**src/rtl/xcfd_pkg.sv**
```systemverilog
package xcfd_pkg;

  localparam int unsigned MaxFrameBytesDef = 1024;
  localparam int unsigned QueueDepth       = 4;
  localparam int unsigned ByteW            = 8;
  localparam int unsigned CodeW            = 7;
  localparam int unsigned LenW             = 10;
  localparam int unsigned CfgIdxW          = 3;

  localparam logic [ByteW-1:0] StartMarkerRst  = 8'h02;
  localparam logic [ByteW-1:0] EndMarkerRst    = 8'h03;
  localparam logic [ByteW-1:0] OpcodeLowRst    = 8'h80;
  localparam logic [ByteW-1:0] OpcodeHighRst   = 8'hB6;
  localparam logic [ByteW-1:0] SecureOpcodeRst = 8'hB5;

  localparam logic [ByteW-1:0] CkForceMask = 8'h80;
  localparam logic [ByteW-1:0] Low7Mask    = 8'h7F;

  typedef enum logic [CfgIdxW-1:0] {
    CfgStartMarker  = 3'd0,
    CfgEndMarker    = 3'd1,
    CfgOpcodeLow    = 3'd2,
    CfgOpcodeHigh   = 3'd3,
    CfgSecureOpcode = 3'd4
  } cfg_idx_e;

  typedef enum logic [2:0] {
    StOkData     = 3'd0,
    StOkNoData   = 3'd1,
    StSecure     = 3'd2,
    StBadMarker  = 3'd3,
    StBadCheck   = 3'd4,
    StShort      = 3'd5,
    StTooLong    = 3'd6
  } status_e;

  typedef struct packed {
    logic [ByteW-1:0] start_marker;
    logic [ByteW-1:0] end_marker;
    logic [ByteW-1:0] opcode_low;
    logic [ByteW-1:0] opcode_high;
    logic [ByteW-1:0] secure_opcode;
  } cfg_t;

  // One classified byte: an optional tentative payload byte and an optional verdict.
  typedef struct packed {
    logic             has_byte;
    logic [CodeW-1:0] data;
    logic             has_verdict;
    status_e          status;
    logic [CodeW-1:0] area;
    logic [CodeW-1:0] controller;
    logic [CodeW-1:0] subcontroller;
    logic [ByteW-1:0] opcode;
    logic [LenW-1:0]  plen;
  } req_t;

  typedef struct packed {
    logic             kind;
    logic [CodeW-1:0] payload_byte;
    status_e          status;
    logic [CodeW-1:0] area;
    logic [CodeW-1:0] controller;
    logic [CodeW-1:0] subcontroller;
    logic [ByteW-1:0] opcode;
    logic [LenW-1:0]  plen;
    logic             run_last;
  } result_t;

endpackage

```
**src/rtl/xcfd_front.sv**
```systemverilog
module xcfd_front #(
  parameter int unsigned MAX_FRAME_BYTES = xcfd_pkg::MaxFrameBytesDef
) (
  input  logic                          clk_i,
  input  logic                          rst_ni,
  input  xcfd_pkg::cfg_t                cfg_i,
  input  logic                          in_valid_i,
  output logic                          in_ready_o,
  input  logic [xcfd_pkg::ByteW-1:0]    in_byte_i,
  input  logic                          frame_end_i,
  input  logic                          q_full_i,
  output logic                          push_o,
  output xcfd_pkg::req_t                req_o
);
  import xcfd_pkg::*;

  localparam int unsigned PosW = $clog2(MAX_FRAME_BYTES + 1);

  logic [PosW-1:0]  pos_q, pos_d;
  logic [ByteW-1:0] xor_q, xor_d;
  logic [ByteW-1:0] dl_q [2];
  logic [ByteW-1:0] dl_d [2];
  logic [CodeW-1:0] addr_q [3];
  logic [CodeW-1:0] addr_d [3];
  logic [ByteW-1:0] op_q, op_d;
  logic             start_q, start_d;
  logic             accept;
  logic [1:0]       addr_idx;
  logic [PosW:0]    len_diff;
  logic             in_range;

  assign in_ready_o = !q_full_i;
  assign accept     = in_valid_i && in_ready_o;
  assign addr_idx   = 2'(pos_q - PosW'(1));
  assign len_diff   = {1'b0, pos_q} - (PosW + 1)'(6);
  assign in_range   = (op_d >= cfg_i.opcode_low) && (op_d <= cfg_i.opcode_high);

  always_comb begin
    xor_d   = xor_q;
    start_d = start_q;
    addr_d  = addr_q;
    op_d    = op_q;
    if (pos_q >= PosW'(3)) begin
      xor_d = xor_q ^ dl_q[1];
    end
    if (pos_q == '0) begin
      start_d = (in_byte_i == cfg_i.start_marker);
    end else if (pos_q <= PosW'(3)) begin
      addr_d[addr_idx] = in_byte_i[CodeW-1:0];
    end else if (pos_q == PosW'(4)) begin
      op_d = in_byte_i;
    end
    dl_d[1] = dl_q[0];
    dl_d[0] = in_byte_i;
    pos_d   = (pos_q < PosW'(MAX_FRAME_BYTES)) ? pos_q + PosW'(1) : pos_q;
  end

  // Classify the byte into a request for the back end.
  always_comb begin
    req_o               = '0;
    req_o.has_byte      = (pos_q >= PosW'(7));
    req_o.data          = dl_q[1][CodeW-1:0];
    req_o.has_verdict   = frame_end_i;
    req_o.area          = addr_d[0];
    req_o.controller    = addr_d[1];
    req_o.subcontroller = addr_d[2];
    req_o.opcode        = op_d;
    if (pos_q < PosW'(6)) begin
      req_o.status = StShort;
    end else if (!start_d || (in_byte_i != cfg_i.end_marker)) begin
      req_o.status = StBadMarker;
    end else if (dl_q[0] != ((~xor_d) | CkForceMask)) begin
      req_o.status = StBadCheck;
    end else if (pos_q >= PosW'(MAX_FRAME_BYTES)) begin
      req_o.status = StTooLong;
    end else if (op_d == cfg_i.secure_opcode) begin
      req_o.status = StSecure;
    end else if (in_range && (pos_q > PosW'(6))) begin
      req_o.status = StOkData;
      req_o.plen   = LenW'(len_diff);
    end else begin
      req_o.status = StOkNoData;
    end
  end

  assign push_o = accept && (req_o.has_byte || frame_end_i);

  always_ff @(posedge clk_i or negedge rst_ni) begin
    if (!rst_ni) begin
      pos_q   <= '0;
      xor_q   <= '0;
      dl_q    <= '{default: '0};
      addr_q  <= '{default: '0};
      op_q    <= '0;
      start_q <= 1'b0;
    end else if (accept) begin
      if (frame_end_i) begin
        pos_q   <= '0;
        xor_q   <= '0;
        dl_q    <= '{default: '0};
        addr_q  <= '{default: '0};
        op_q    <= '0;
        start_q <= 1'b0;
      end else begin
        pos_q   <= pos_d;
        xor_q   <= xor_d;
        dl_q    <= dl_d;
        addr_q  <= addr_d;
        op_q    <= op_d;
        start_q <= start_d;
      end
    end
  end

endmodule

```
**src/rtl/xcfd_queue.sv**
```systemverilog
module xcfd_queue (
  input  logic           clk_i,
  input  logic           rst_ni,
  input  logic           push_i,
  input  xcfd_pkg::req_t req_i,
  output logic           full_o,
  input  logic           pop_i,
  output logic           valid_o,
  output xcfd_pkg::req_t head_o
);
  import xcfd_pkg::*;

  localparam int unsigned PtrW = $clog2(QueueDepth);
  localparam int unsigned CntW = $clog2(QueueDepth + 1);

  req_t            mem_q [QueueDepth];
  logic [PtrW-1:0] wr_q, rd_q;
  logic [CntW-1:0] cnt_q;
  logic            do_push, do_pop;

  assign full_o  = (cnt_q == CntW'(QueueDepth));
  assign valid_o = (cnt_q != '0);
  assign head_o  = mem_q[rd_q];
  assign do_push = push_i && !full_o;
  assign do_pop  = pop_i && valid_o;

  always_ff @(posedge clk_i) begin
    if (do_push) begin
      mem_q[wr_q] <= req_i;
    end
  end

  always_ff @(posedge clk_i or negedge rst_ni) begin
    if (!rst_ni) begin
      wr_q  <= '0;
      rd_q  <= '0;
      cnt_q <= '0;
    end else begin
      if (do_push) begin
        wr_q <= PtrW'(wr_q + PtrW'(1));
      end
      if (do_pop) begin
        rd_q <= PtrW'(rd_q + PtrW'(1));
      end
      if (do_push && !do_pop) begin
        cnt_q <= cnt_q + CntW'(1);
      end else if (do_pop && !do_push) begin
        cnt_q <= cnt_q - CntW'(1);
      end
    end
  end

endmodule

```
**src/rtl/xcfd_back.sv**
```systemverilog
module xcfd_back (
  input  logic              clk_i,
  input  logic              rst_ni,
  input  logic              head_valid_i,
  input  xcfd_pkg::req_t    head_i,
  output logic              pop_o,
  output logic              out_valid_o,
  input  logic              out_ready_i,
  output xcfd_pkg::result_t res_o
);
  import xcfd_pkg::*;

  // Set once the tentative byte of a two-result request has gone out.
  logic byte_sent_q;
  logic show_byte;
  logic taken;

  assign show_byte   = head_i.has_byte && !byte_sent_q;
  assign out_valid_o = head_valid_i;
  assign taken       = head_valid_i && out_ready_i;
  assign pop_o       = taken && !(show_byte && head_i.has_verdict);

  always_comb begin
    res_o = '0;
    if (show_byte) begin
      res_o.payload_byte = head_i.data;
    end else begin
      res_o.kind          = 1'b1;
      res_o.status        = head_i.status;
      res_o.area          = head_i.area;
      res_o.controller    = head_i.controller;
      res_o.subcontroller = head_i.subcontroller;
      res_o.opcode        = head_i.opcode;
      res_o.plen          = head_i.plen;
      res_o.run_last      = 1'b1;
    end
  end

  always_ff @(posedge clk_i or negedge rst_ni) begin
    if (!rst_ni) begin
      byte_sent_q <= 1'b0;
    end else if (taken) begin
      byte_sent_q <= !pop_o;
    end
  end

endmodule

```
**src/rtl/xor_checked_frame_deframer.sv**
```systemverilog
// A request is written into the queue before its first result is offered.
// Throughput: one byte per cycle while the queue is not full; the last byte of a
//   frame of eight or more bytes yields two results, and the extra output is
//   absorbed by the four-entry queue between front and back end.
// Reset: asynchronous, active low; clears frame state, queue and the
//   configuration registers to their defaults.
module xor_checked_frame_deframer #(
  parameter int unsigned MAX_FRAME_BYTES = xcfd_pkg::MaxFrameBytesDef
) (
  input  logic                         clk_i,
  input  logic                         rst_ni,
  // Configuration write channel
  input  logic                         cfg_valid_i,
  output logic                         cfg_ready_o,
  input  logic [xcfd_pkg::CfgIdxW-1:0] cfg_index_i,
  input  logic [xcfd_pkg::ByteW-1:0]   cfg_data_i,
  // Byte input channel
  input  logic                         in_valid_i,
  output logic                         in_ready_o,
  input  logic [xcfd_pkg::ByteW-1:0]   in_byte_i,
  input  logic                         frame_end_i,
  // Result channel
  output logic                         out_valid_o,
  input  logic                         out_ready_i,
  output logic                         result_kind_o,
  output logic [xcfd_pkg::CodeW-1:0]   payload_byte_o,
  output logic [2:0]                   frame_status_o,
  output logic [xcfd_pkg::CodeW-1:0]   area_code_o,
  output logic [xcfd_pkg::CodeW-1:0]   controller_code_o,
  output logic [xcfd_pkg::CodeW-1:0]   subcontroller_code_o,
  output logic [xcfd_pkg::ByteW-1:0]   opcode_out_o,
  output logic [xcfd_pkg::LenW-1:0]    payload_len_o,
  output logic                         run_last_o
);
  import xcfd_pkg::*;

  cfg_t    cfg_q;
  req_t    push_req;
  req_t    head_req;
  result_t res;
  logic    push;
  logic    q_full;
  logic    head_valid;
  logic    pop;

  // Configuration is always taken; writes to unknown indexes are dropped.
  assign cfg_ready_o = 1'b1;

  always_ff @(posedge clk_i or negedge rst_ni) begin
    if (!rst_ni) begin
      cfg_q.start_marker  <= StartMarkerRst;
      cfg_q.end_marker    <= EndMarkerRst;
      cfg_q.opcode_low    <= OpcodeLowRst;
      cfg_q.opcode_high   <= OpcodeHighRst;
      cfg_q.secure_opcode <= SecureOpcodeRst;
    end else if (cfg_valid_i && cfg_ready_o) begin
      case (cfg_index_i)
        CfgStartMarker:  cfg_q.start_marker  <= cfg_data_i;
        CfgEndMarker:    cfg_q.end_marker    <= cfg_data_i;
        CfgOpcodeLow:    cfg_q.opcode_low    <= cfg_data_i;
        CfgOpcodeHigh:   cfg_q.opcode_high   <= cfg_data_i;
        CfgSecureOpcode: cfg_q.secure_opcode <= cfg_data_i;
        default: begin
        end
      endcase
    end
  end

  // Front end: track frame position, XOR, delay line and header; classify each byte.
  xcfd_front #(
    .MAX_FRAME_BYTES(MAX_FRAME_BYTES)
  ) u_front (
    .clk_i       (clk_i),
    .rst_ni      (rst_ni),
    .cfg_i       (cfg_q),
    .in_valid_i  (in_valid_i),
    .in_ready_o  (in_ready_o),
    .in_byte_i   (in_byte_i),
    .frame_end_i (frame_end_i),
    .q_full_i    (q_full),
    .push_o      (push),
    .req_o       (push_req)
  );

  // Decouple the byte side from the result side.
  xcfd_queue u_queue (
    .clk_i   (clk_i),
    .rst_ni  (rst_ni),
    .push_i  (push),
    .req_i   (push_req),
    .full_o  (q_full),
    .pop_i   (pop),
    .valid_o (head_valid),
    .head_o  (head_req)
  );

  // Back end: expand each request into a tentative byte, a verdict, or both.
  xcfd_back u_back (
    .clk_i        (clk_i),
    .rst_ni       (rst_ni),
    .head_valid_i (head_valid),
    .head_i       (head_req),
    .pop_o        (pop),
    .out_valid_o  (out_valid_o),
    .out_ready_i  (out_ready_i),
    .res_o        (res)
  );

  assign result_kind_o        = res.kind;
  assign payload_byte_o       = res.payload_byte;
  assign frame_status_o       = res.status;
  assign area_code_o          = res.area;
  assign controller_code_o    = res.controller;
  assign subcontroller_code_o = res.subcontroller;
  assign opcode_out_o         = res.opcode;
  assign payload_len_o        = res.plen;
  assign run_last_o           = res.run_last;

endmodule
```
**config.mk**
```make
export PLATFORM = sky130hd
export DESIGN_NAME = xor_checked_frame_deframer
export DESIGN_NICKNAME = d
export VERILOG_FILES = /design/src/rtl/xcfd_pkg.sv /design/src/rtl/xcfd_front.sv /design/src/rtl/xcfd_queue.sv /design/src/rtl/xcfd_back.sv /design/src/rtl/xor_checked_frame_deframer.sv
export SDC_FILE = /design/constraint.sdc
export NUM_CORES = 1
export LEC_CHECK = 0
export BUFFER_PORTS_ARGS = -buffer_cell sky130_fd_sc_hd__buf_2
export CORE_MARGIN = 3
export CORE_UTILIZATION = 60
export CTS_CLUSTER_DIAMETER = 30
export DETAILED_ROUTE_END_ITERATION = 12
export MAX_ROUTING_LAYER = met4
export PLACE_DENSITY = 0.89
export SLEW_MARGIN = 0
export SYNTH_ARGS = -nofsm -noshare
export SYNTH_HDL_FRONTEND = slang
export SYNTH_SLANG_ARGS = --single-unit
```
**constraint.sdc**
```tcl
create_clock -name clk_i -period 4.74 [get_ports clk_i]
set_input_delay 0.474 -clock clk_i [delete_from_list [all_inputs] [get_ports clk_i]]
set_output_delay 0.474 -clock clk_i [all_outputs]
set_load 0.02 [all_outputs]
```
Word-level counts from Yosys, hierarchy flattened
Memories as Yosys holds them, arrays and structs flattened.
Index checks and enable logic that the tools add are counted.
{ "classes": {"add_sub_neg": 7, "n_mul": 0, "div": 0, "n_lt_le_gt_ge": 11, "eq_ne": 10, "n_shift": 0, "muxes": 36, "n_bitwise": 3, "reduce_logical": 33} }
{ "ops": {"columns": ["cell", "count"], "rows": [
  ["two-way mux 21 bit", 3],
  ["two-way mux 10 bit", 6],
  ["two-way mux 8 bit", 6],
  ["two-way mux 43 bit", 1],
  ["two-way mux 11 bit", 2],
  ["bitwise mux 21 bit", 1],
  ["two-way mux 3 bit", 7],
  ["== test 8 bit", 2],
  ["two-way mux 16 bit", 1],
  ["!= test 8 bit", 2],
  ["demux 7 bit (select 2 bit)", 1],
  ["two-way mux 7 bit", 2],
  ["logical AND 1 bit", 13],
  ["AND reduction 2 bit", 6],
  ["adder 11 x 1 -> 11 bit (second input constant)", 1],
  ["== test 11 x 3 -> 1 bit (second input constant)", 1],
  ["greater-or-equal comparator 11 bit (second input constant)", 1],
  ["greater-or-equal comparator 11 x 2 -> 1 bit (second input constant)", 1],
  ["greater-or-equal comparator 11 x 3 -> 1 bit (second input constant)", 1],
  ["greater-than comparator 11 x 3 -> 1 bit (second input constant)", 1],
  ["less-or-equal comparator 11 x 2 -> 1 bit (second input constant)", 1],
  ["zero test 11 bit", 1],
  ["less-than comparator 11 bit (second input constant)", 1],
  ["less-than comparator 11 x 3 -> 1 bit (second input constant)", 1],
  ["21 further kinds", 37]
]} }
{ "totals": {"register_bits": 113, "latch_bits": 0, "ram_bits": 204, "romBits": 0, "input_bits": 25, "memories": 1} }
{ "memory_table": {"columns": ["name", "words", "width", "rd", "rd_clocked_by_memory_dff", "write_ports", "line", "source"], "rows": [
  ["u_queue.mem_q", 4, 51, 1, 0, 1, "xcfd_queue.sv:16", "req_t mem_q [QueueDepth];"]
]} }

Depth between registers and ports, before layout
{ "depth": {"ltp_word": 13, "mapped_depth": 14, "mapped_depth_nobuf": 13} }

Hierarchy
From an unflattened synthesis, not the netlist that was laid out.
{ "hier_totals": {"cells_unflattened": 934, "area_unflattened_um2": 14371.3} }
{ "by_module_without_submodules": {"columns": ["module", "n_inst", "cells_each", "area_per_inst_um2"], "rows": [
  ["xcfd_queue", 1, 302, 7847.5],
  ["xcfd_front", 1, 479, 4496.8],
  ["xor_checked_frame_deframer", 1, 90, 1557.7],
  ["xcfd_back", 1, 63, 469.2]
]} }

Worst setup path before layout
Ideal clock, no wire load.
{ "synth_timing": {"path_kind": "reg2reg", "from": "reg u_front.pos_q[3]", "to": "mem u_queue.mem_q[0][9] (netlist bit) (data pin)", "setup_ns": 0.239, "arrival_ns": 3.594, "path_slack_ns": 0.906, "path_stages_with_launch": 15, "n_path_buf": 2, "synth_period_minus_slack_ns": 3.834, "cell_sequence": "dfrtp_1 -> buf_6 -> nor4_2 -> nand2_1 -> nor2_1 -> nand2_1 -> nand2_1 -> ha_1 -> a21o_1 -> a21o_1 -> a21oi_1 -> nor2_1 -> or4_2 -> clkbuf_8 -> nor4_1"} }
{ "synth_rtl": {"columns": ["item", "line", "source"], "rows": [
  ["start, declared", "xcfd_front.sv:19", "logic [PosW-1:0] pos_q, pos_d;"],
  ["start signal, assigned", "xcfd_front.sv:105", "pos_q <= pos_d;"],
  ["end, declared", "xcfd_queue.sv:16", null]
]} }

==> summary.md <==
| Metric | Value |
|---|---|
| Outcome | completed |
| Leading post-synthesis cells by cell area | edfxtp_1, dfrtp_1, mux4_2 |
| GRT busiest layer | met2 |
| Leak Pwr | 6.52 nW |
| Crit Reg-Reg Startpoint | u_front.pos_q[3] |
| Sequential group share of total power | 35.5% |
| Syn_nets | 1045 |
| Number of max-cap violations | 0 |
| Worst path max stage delay | 0.86 ns |
| R2R Path End | u_queue.mem_q[3][9] |
| Most numerous cell in the Yosys netlist | edfxtp_1 |
| Register area | 8930 um^2 |
| Cts bufs inserted | 55 |
| Met1 Use GR | 35.8% |
| Crit Path Max Fanout | 11 |
| Pwr Density | 643 nW/um^2 |
| Grt met3 use | 5.36% |
| Hpwl dp | 20000 um |
| Routed vias/inst | 6.37 |
| Syn Inst Count | 989 |
| Port buffer count | 77 |
| Post-Place Worst Slack | 0.114 ns |
| Post-synth top area share | 42.8% |
| Post-synth EDFFs | 204 |
| Commonest cells in the netlist | edfxtp_1, nand2_1, dfrtp_1, o21ai_0, mux2_2 |
| DR iter-0 viols | 1298 |
| Fin Hold WS | 0.0680 ns |
| Worst vdd ir | about 450 uV |
| Synth Area per Inst | between 10 and 15 um^2 |
| Final net count | about 1100 |
| GRT Overall Usage | between 20 and 30% |
| Critical path required time | between 5 and 6 ns |
| ANT cells | 0 |
| Util after Layout | 73.3% |
| Fmax | 227 MHz |
| RSZ-0062 raised after global routing | no |
| Post-synthesis async set-or-reset flop share | 35.2% |
| DP Cell Count | 1343 |
| Initial core utilization | between 60% and 70% |
| Startpoint Class | flop |
| Core area | 23100 um^2 |
| Number of global-route vias before repair | 9627 |
| CTS tree | built |
| Sequential area share after synthesis | between 60% and 70% |
| Grt ovf | 0 |
| Layout fillers | 1300 |
| Clk Latency, worst-skew pair | 0.58 ns |
| Hold Vio Cnt, Final | 0 |
| Sink Count | roughly 320 |
| Residual DRC | 0 |
| Synth warnings | 0 |
| Slew @ Worst Pin | 1.10 ns |
| Layout area overhead | 18.2% |
| Total die area | 25700 um^2 |
| FF-to-FF path depth | 12 |
| Top Ports | 79 |
| Largest net degree at the start of global routing | 79 |
| Final GP Congestion | between 0.8 and 0.9 |
| Final std cells w/o fill | about 1400 |
| Critical Path, Cell by Cell | nor4_4, nand2_1, nor2_2, nand2_1, nand2_1, ha_1, nor2b_1, o21a_1, o21ai_0, a21oi_1, or4_2, nor4_1 |
| Cell repeated most along the worst path | nand2_1 |
| Wire length per cell | between 20 and 25 um |
| Clk pwr share | between 30 and 40% |
| Root Driver | clkbuf_16 |
| Post-route minimum period | 4.41 ns |
| Ys flop type | edfxtp_1 |
| Final wirelength | 34900 um |
| Sw Ratio | 33.0% |
| Final Cycle Share | slightly above 90% |
| Antenna Nets Post-Route | 0 |
| Final setup TNS | 0 ns |
| Crit path max-delay cell type | or4_2 |
| Vias | 9216 |
| Layout cells sized above 1 | 30.1% |
| Site Rows | 55 |
| Max-slew violations | 0 |
| First-pass GRT wire length | 55000 um |
| Chip width | ~160 um |
| Post-Synthesis Cell Area | 14300 um^2 |
| Skew final | approximately 0.023 ns |
| Distinct cells, synth | 70 |
| Antenna violations before repair | 0 |
| Final setup fails | 0 |
| CP Class | reg -> reg |
| Die Ht | ~160 um |
| DRT Pass-1 Iters | 6 |
| CTS Buffer Depth | 3 |
| Logic pwr share | between 20% and 30% |
| Sw power | around 3.6 mW |
| Internal | 7.29 mW |
| Setup ws final | 0.334 ns |
| Clock slew at reported path FFs | 0.06 ns |
| Min-Delay Path Class | in -> async |
| R2r setup slk | 0.33 ns |
| H-Tree Depth | 2 |
| Area leader, netlist | edfxtp_1 |
| Hold buffer count at CTS | 0 |
| GR Util met2 | 45.2% |
| Area of the multi-input gates | 5020 um^2 |
| Max_slew headroom | 25.9% |
| Critical Path End Type | flop |
| Crit path DAT | 4.70 ns |
| #FFs+latches synth | roughly 320 |
## area by class of cell
cell class,count,share of cell area [%]
tap,313,2.32
inverter,32,0.710
clock inverter,43,3.19
timing repair buffer,91,2.92
sequential,315,52.8
multi-input combinational,592,29.7
clock buffer,61,8.39
## critical path, delay by kind of cell (launching register included)
kind                     cells  cell delay (ns)
AO/OA/AOI/OAI                3             0.46
adder cells (fa/ha/maj)      1             0.29
flip-flops                   1             0.51
AND/OR/NAND/NOR              8             2.87
## power groups by stage
stage                     sequential, mW  clock [mW]  combinational (mW)
after global placement              3.84           0                2.78
after global routing                3.90        4.25                3.15
after detailed placement            3.87           0                2.84
final                               3.85        4.08                2.93
after floorplan                     3.66           0                2.16
after CTS                           3.85        4.12                2.94
## routing by layer
layer  vias to the layer above  share of wire (%)
li1                       3911                  -
met4                         0                3.6
met5                         -                  0
met1                      4585                 38
met2                       589                 50
met3                       131                8.9
## placed cells by master, fill, tap and decap left out, types with 5 or more instances in the layout
cell type,instances
inv_6,9
dfrtp_1,95
a21o_1,7
nor4_2,8
a31oi_1,6
mux2_2,57
and2_1,50
bufinv_16,7
o2bb2ai_1,15
nand3_1,12
inv_1,32
xnor2_1,34
o21a_1,5
clkbuf_16,55
xor2_1,15
o21ai_0,69
nor2_1,20
ha_1,30
nand4_1,11
buf_2,76
dfstp_2,14
mux4_2,50
nand2_1,102
nor4_1,7
edfxtp_1,204
inv_8,7
buf_4,15
a21oi_1,21
clkinv_4,8
## sequential cells by signal, indices dropped and copies added, names as in the netlist
signal and cells:
u_front.dl_d 8, u_front.pos_q 11, cfg_q 40, u_back.byte_sent_q 1, u_queue.wr_q 2, u_front.addr_q 21
u_front.op_q 8, u_queue.rd_q 2, u_queue.mem_q 204, u_front.xor_q 7, u_front.start_q 1, u_queue.cnt_q 3
u_front.req_o 7
## stage by stage
| step | total power [mW] | instance area (um^2) |
|---|---|---|
| after floorplan | 5.83 | 14300 |
| after global placement | 6.62 | 14900 |
| after detailed placement | 6.71 | 14900 |
| after CTS | 10.9 | 16900 |
| after global routing | 11.3 | 16900 |
| final | 10.9 | 16900 |
## worst max-delay path by stage
stage / from / endpoint / slack [ns]
after CTS: u_front.pos_q[3] / u_queue.mem_q[2][0] / 0.1
after detailed placement: u_front.pos_q[3] / u_queue.mem_q[0][2] / 0.11
after floorplan: u_front.pos_q[3] / u_queue.mem_q[0][9] / 0.91
after global routing: u_front.pos_q[3] / u_queue.mem_q[1][9] / 0.12
after global placement: u_front.pos_q[3] / u_queue.mem_q[0][0] / 0.45
final: u_front.pos_q[3] / u_queue.mem_q[3][9] / 0.33
## logic make-up after synthesis
family / after synthesis / synth area share, %
DFF: 315 / 62.4
and+or+nand+nor: 251 / 9.61
AOI/OAI and AO/OA: 148 / 6.52
muxes: 110 / 12.6
buffers and inverters: 82 / 2.85
xor gates and xnor gates: 51 / 3.31
adders and majority gates: 31 / 2.76
other: 1 / 0.0262
## repair_timing
| item | in CTS | in global routing |
|---|---|---|
| endpoints found under the setup margin | 0 | 40 |
| resized for setup | 0 | 5 |
| endpoints found under the hold margin | 0 | 0 |
| buffers inserted | 0 | 0 |
Power figures use the tool's default switching activity.
